==> src/rtl/rcmio_pkg.sv <==
package rcmio_pkg;

    // Bus and store geometry
    localparam int unsigned ADDR_W    = 16;
    localparam int unsigned DATA_W    = 8;
    localparam int unsigned MEM_DEPTH = 65536;
    localparam int unsigned CHAR_W    = 7;
    localparam int unsigned S_TDATA_W = 32;
    localparam int unsigned S_TUSER_W = 2;
    localparam int unsigned M_TDATA_W = 24;

    // Memory map
    localparam logic [ADDR_W-1:0] IO_LOW    = 16'hD000;
    localparam logic [ADDR_W-1:0] IO_HIGH   = 16'hDFFF;
    localparam logic [ADDR_W-1:0] ROM_LOW   = 16'hE000;
    localparam logic [ADDR_W-1:0] ROM_HIGH  = 16'hEFFF;
    localparam logic [ADDR_W-1:0] TOP_LOW   = 16'hFF00;
    localparam logic [ADDR_W-1:0] KEY_DATA  = 16'hD010;
    localparam logic [ADDR_W-1:0] KEY_CTRL  = 16'hD011;
    localparam logic [ADDR_W-1:0] DISP_DATA = 16'hD012;

    // Character codes
    localparam logic [CHAR_W-1:0] CH_NUL    = 7'h00;
    localparam logic [CHAR_W-1:0] CH_DEL    = 7'h7F;
    localparam logic [CHAR_W-1:0] CH_CR     = 7'h0D;
    localparam logic [CHAR_W-1:0] CH_LF     = 7'h0A;
    localparam logic [DATA_W-1:0] KEY_CTRLA = 8'h01;
    localparam logic [DATA_W-1:0] KEY_LF    = 8'h0A;
    localparam logic [DATA_W-1:0] KEY_CR    = 8'h0D;
    localparam logic [DATA_W-1:0] KEY_STROBE = 8'h80;

    typedef enum logic [1:0] {
        MODE_READ    = 2'd0,
        MODE_WRITE   = 2'd1,
        MODE_KEY     = 2'd2,
        MODE_PRELOAD = 2'd3
    } mode_t;

    typedef enum logic [1:0] {
        WS_OK      = 2'd0,
        WS_ROM     = 2'd1,
        WS_ILLEGAL = 2'd2
    } wstat_t;

    typedef enum logic [1:0] {
        ST_CLEAR,
        ST_IDLE,
        ST_READ,
        ST_RESP
    } state_t;

    typedef struct packed {
        logic clear_en;
        logic load;
        logic capture;
    } cmd_t;

    typedef struct packed {
        logic clear_last;
    } status_t;

endpackage

==> src/rtl/rcmio_ctrl.sv <==
module rcmio_ctrl (
    input  logic              aclk,
    input  logic              aresetn,
    input  logic              s_tvalid,
    output logic              s_tready,
    output logic              m_tvalid,
    input  logic              m_tready,
    input  rcmio_pkg::status_t status,
    output rcmio_pkg::cmd_t   cmd
);

    import rcmio_pkg::*;

    state_t state_reg;
    state_t state_next;

    always_ff @(posedge aclk) begin
        if (!aresetn) begin
            state_reg <= ST_CLEAR;
        end else begin
            state_reg <= state_next;
        end
    end

    // Next state
    always_comb begin
        state_next = state_reg;
        case (state_reg)
            ST_CLEAR: if (status.clear_last) state_next = ST_IDLE;
            ST_IDLE:  if (s_tvalid) state_next = ST_READ;
            ST_READ:  state_next = ST_RESP;
            ST_RESP:  if (m_tready) state_next = ST_IDLE;
            default:  state_next = ST_CLEAR;
        endcase
    end

    // Outputs
    always_comb begin
        s_tready    = 1'b0;
        m_tvalid    = 1'b0;
        cmd         = '0;
        case (state_reg)
            ST_CLEAR: cmd.clear_en = 1'b1;
            ST_IDLE: begin
                s_tready = 1'b1;
                cmd.load = s_tvalid;
            end
            ST_READ:  cmd.capture = 1'b1;
            ST_RESP:  m_tvalid = 1'b1;
            default:  cmd = '0;
        endcase
    end

endmodule

==> config.mk <==
export PLATFORM = sky130hd
export DESIGN_NAME = rcmio_ctrl
export DESIGN_NICKNAME = d
export VERILOG_FILES = /design/src/rtl/rcmio_pkg.sv /design/src/rtl/rcmio_ctrl.sv
export SDC_FILE = /design/constraint.sdc
export NUM_CORES = 1
export LEC_CHECK = 0
export BUFFER_PORTS_ARGS = -buffer_cell sky130_fd_sc_hd__buf_2
export CAP_MARGIN = 40
export CELL_PAD_IN_SITES_DETAIL_PLACEMENT = 1
export CELL_PAD_IN_SITES_GLOBAL_PLACEMENT = 1
export CORE_AREA = 3 3 40 42
export DETAILED_ROUTE_END_ITERATION = 7
export DIE_AREA = 0 0 43 45
export PLACE_DENSITY_LB_ADDON = 0.12
export SLEW_MARGIN = 5
export SYNTH_ARGS = -nofsm -noshare
export SYNTH_HDL_FRONTEND = slang
export SYNTH_SLANG_ARGS = --single-unit
==> constraint.sdc <==
create_clock -name aclk -period 2 [get_ports aclk]
set_input_delay 0.3 -clock aclk [delete_from_list [all_inputs] [get_ports aclk]]
set_output_delay 0.3 -clock aclk [all_outputs]
set_load 0.01 [all_outputs]
Yosys cells after proc, flatten, opt, wreduce, memory -nomap -nowiden

Cells that the tools add are included.

Equal/unequal tests: 6
Reductions and logical operators: 2
Muxes and demuxes: 9

Operators with widths:

| kind               | count |
|---|---|
| $pmux 2 s4         | 1 |
| $mux 2             | 3 |
| $ne 2x2->1 const B | 3 |
| $mux 1             | 5 |
| $eq 2x2->1 const B | 2 |
| $reduce_and 3->1   | 1 |
| $eq 2x1->1 const B | 1 |
| $logic_not 2->1    | 1 |

Word-level logic and storage cells: 18
Register bits: 2
Output and inout port bits: 5

Logic depth before layout (Yosys ltp)

Depth in word-level cells: 3
Gate-level depth with buffers: 4
Gate-level depth less buffers: 4

Least setup slack after synthesis

Ideal clock, no wire load.

Kind: register to register
Start: reg state_reg[0]
End: reg state_reg[0]
Clock period less this slack: 1.441 ns
Data arrival time: 1.370 ns
Required time: 1.928 ns
Buffers on the path: 0
Setup slack: 0.559 ns
Stages on the path, launching flop included: 5
Cells stage by stage: dfxtp_1 -> inv_1 -> ha_1 -> a222oi_1 -> mux2i_1

Cells in the longest elaborated chain, start to end: 3
Elaborated cells between the ends (all ways): 9

RTL lines:

| item                                     | line             | text |
|---|---|---|
| from (decl)                              | rcmio_ctrl.sv:14 | `state_t state_reg;` |
| from (signal assigned)                   | rcmio_ctrl.sv:21 | `state_reg <= state_next;` |
| $eq 2x2->1, or another cell as far along | rcmio_ctrl.sv:28 | `case (state_reg)` |
| $ne 2x2->1 (no line)                     | n/a              |  |
| $reduce_and 3->1 (no line)               | n/a              |  |

Several ways; a longest one is shown, not always the timed one.
A chain may end at the register's enable or synchronous reset.

Worst setup path in the final report

Same ends and word-level chain as after synthesis.

==> flow_metrics.py <==
metrics = {
    "worst_setup_path": {
        "end_kind": "flip-flop",
        "path_class": "flip-flop to flip-flop",
        "cp_cell_sequence": "inv_1 > ha_1 > a222oi_1 > mux2i_1",
        "crit_arrival_ns": 1.69,
        "crit_family": "compound AO/OA/AOI/OAI gates",
        "slowest_stage": "a222oi_1",
        "max_stage_delay_ns": 0.55,
        "required_ns": 2.15,
        "crit_path_start_kind": "flip-flop",
        "cp_max_fo": 5,
        "cp.buffers_inverters": 1,
    },
    "yosys": {
        "async_flop_share_pct": 0,
        "synth_area_leaders": "ha_1, dfxtp_1, mux2i_1",
        "ys_top_cells_by_count": "ha_1, inv_1, nand2_1, dfxtp_1, mux2i_1",
        "seq_area_frac_synth_pct": 22.9,
        "synth_edf_count": 0,
        "yosysWarnings": 0,
        "yosys.area.top_type": "ha_1",
        "synthFlopType": "dfxtp_1",
        "syn_area_um2": 175,
        "synth_top_area_share_pct": 35.7,
        "synthCells": 20,
        "synth_cell_types": 8,
        "synth.avg_cell_area_um2": 8.76,
        "syn_nets": 30,
        "ys_ff_latch": 2,
    },
    "detailed_routing": {
        "drt_iter0_drc": 4,
        "wirelength_um": 413,
        "drt_drc_violations_left": 0,
        "wl_per_cell_um": 8.79,
        "num_vias": 176,
        "antenna_left": 0,
        "drt-pass1-iter-count": 4,
        "viasPerCell": 3.74,
    },
    "hold_path": {
        "hp-class": "primary input to flip-flop",
    },
    "sta": {
        "worst_pin_slew_ns": 0.549,
        "period_needed_ns": 1.54,
        "timing.slew.headroom_pct": 63.4,
        "rsz0062_at_grt": "false",
        "tns_ns": 0,
        "setup_violations": 0,
        "fin_crit_sh_pct": 76.8,
        "drv_slew": 0,
        "fin_ws_ns": 0.463,
        "hold_viol_final": 0,
        "max_freq_mhz": 651,
        "finClkSkew_ns": 0.00122,
    },
    "clock_tree": {
        "clock_sinks": 2,
        "clkLatencyLatePin_ns": 0.22,
        "tritoncts": "done",
        "clkSlewWorstSetupHoldPaths_ns": 0.03,
        "clockRootBuffer": "clkbuf_4",
        "holdBufCountCts": 0,
        "cts_buffer_depth": 2,
        "cts_buffers": 3,
        "h-tree-depth": 1,
        "cts_resized": 0,
        "postCtsSetupBuffers": 0,
    },
    "finish": {
        "multi_input_area_um2": 116,
        "largest_reg_flops": 2,
        "fillers": 163,
        "num-nets-final": 44,
        "area_growth_pct": 49.3,
        "register_area_um2": 40.0,
        "stdcell_count": 47,
        "drive_above_1_share_pct": 37.5,
        "fin_util_pct": 20.4,
        "antenna_cells": 0,
    },
    "placement": {
        "port_buffers": 9,
        "gp_congestion": 0.661,
        "hpwl_um": 365,
        "placed_cells": 44,
        "place_ws_ns": 0.431,
    },
    "floorplan": {
        "io_pins": 10,
        "die-area_mm2": 0.00194,
        "start_util_pct": 13.6,
        "fp.coreArea_mm2": 0.00128,
        "num_rows": 13,
        "die_w_um": 43,
        "die_height_um": 45,
    },
    "global_route": {
        "grt_start_max_net_pins": 6,
        "first_global_vias": 188,
        "grtUsageTotal_pct": 5.82,
        "grt-ovfl-total": 0,
        "grt_pass1_wl_um": 765,
        "grt_antenna_before_repair": 0,
    },
    "power_and_ir_drop": {
        "powerDensity_mw_per_mm2": 1130,
        "ir_drop_uv": 300,
        "total_power_uw": 296,
        "p_leak_uw": 0.000154,
    },
    "flow_run": {
        "cap_viol_max_count": 0,
    },
    "outcome": {
        "status": "completed",
    },
}
==> tightest hold or removal path, stage by stage <==
cell and delay (ns):
buf_2 0.12, nand2_1 0.06, mux2i_1 0.05
==> cell usage in the layout, fill, tap and decap left out, drive strengths merged <==
cell / instances
a222oi: 1
and2: 1
buf: 9
clkbuf: 3
dfxtp: 2
ha: 5
inv: 5
mux2i: 2
nand2: 3
nand2b: 1
==> cell type report <==
type	instances	share of cell area, %
clock buffers	3	8.61
inverters	5	7.18
multi-input cells	13	44.5
flip-flops and latches	2	15.3
well taps	15	7.18
repair buffers	9	17.2
==> metal layers <==
metal	part of all wire, %	routed length (um)	global-route usage (%)
met1	42	172	5.28
met2	45	185	8.38
met3	13	55	5.58
met4	0	0	3.61
met5	0	0	0
==> through the flow <==
stage	hold WS (ns)	instance area, um2
floorplan	0.446	175
global placement	0.496	239
detailed placement	0.502	239
CTS	0.359	262
global route	0.369	262
finish	0.367	262
==> power by group <==
part | internal, uW | total (uW) | leakage (uW) | switching, uW
sequential | 54.2 | 71.7 | 0.0000166 | 17.4
combinational | 65.9 | 138 | 0.000124 | 71.7
clock | 65.9 | 86.3 | 0.0000138 | 20.4
total | 186 | 296 | 0.000154 | 110
==> path summary, 6_finish.rpt <==
check | slack (ns) | startpoint | depth (start not counted) | endpoint
max reg2reg | 0.46 | state_reg[0] | 4 | state_reg[0]
min | 0.37 | aresetn | 3 | state_reg[1]
max | 0.46 | state_reg[0] | 4 | state_reg[0]
min reg2reg | 0.50 | state_reg[1] | 2 | state_reg[1]
==> cells by family after synthesis <==
kind of cell	Yosys count	share of synthesized area, %
flops	2	22.9
simple gates	5	13.6
mux	2	11.4
fa+ha+maj	5	35.7
buf+inv	5	10.7
compound gates	1	5.71
No activity file was read; power rests on OpenSTA's default activity.
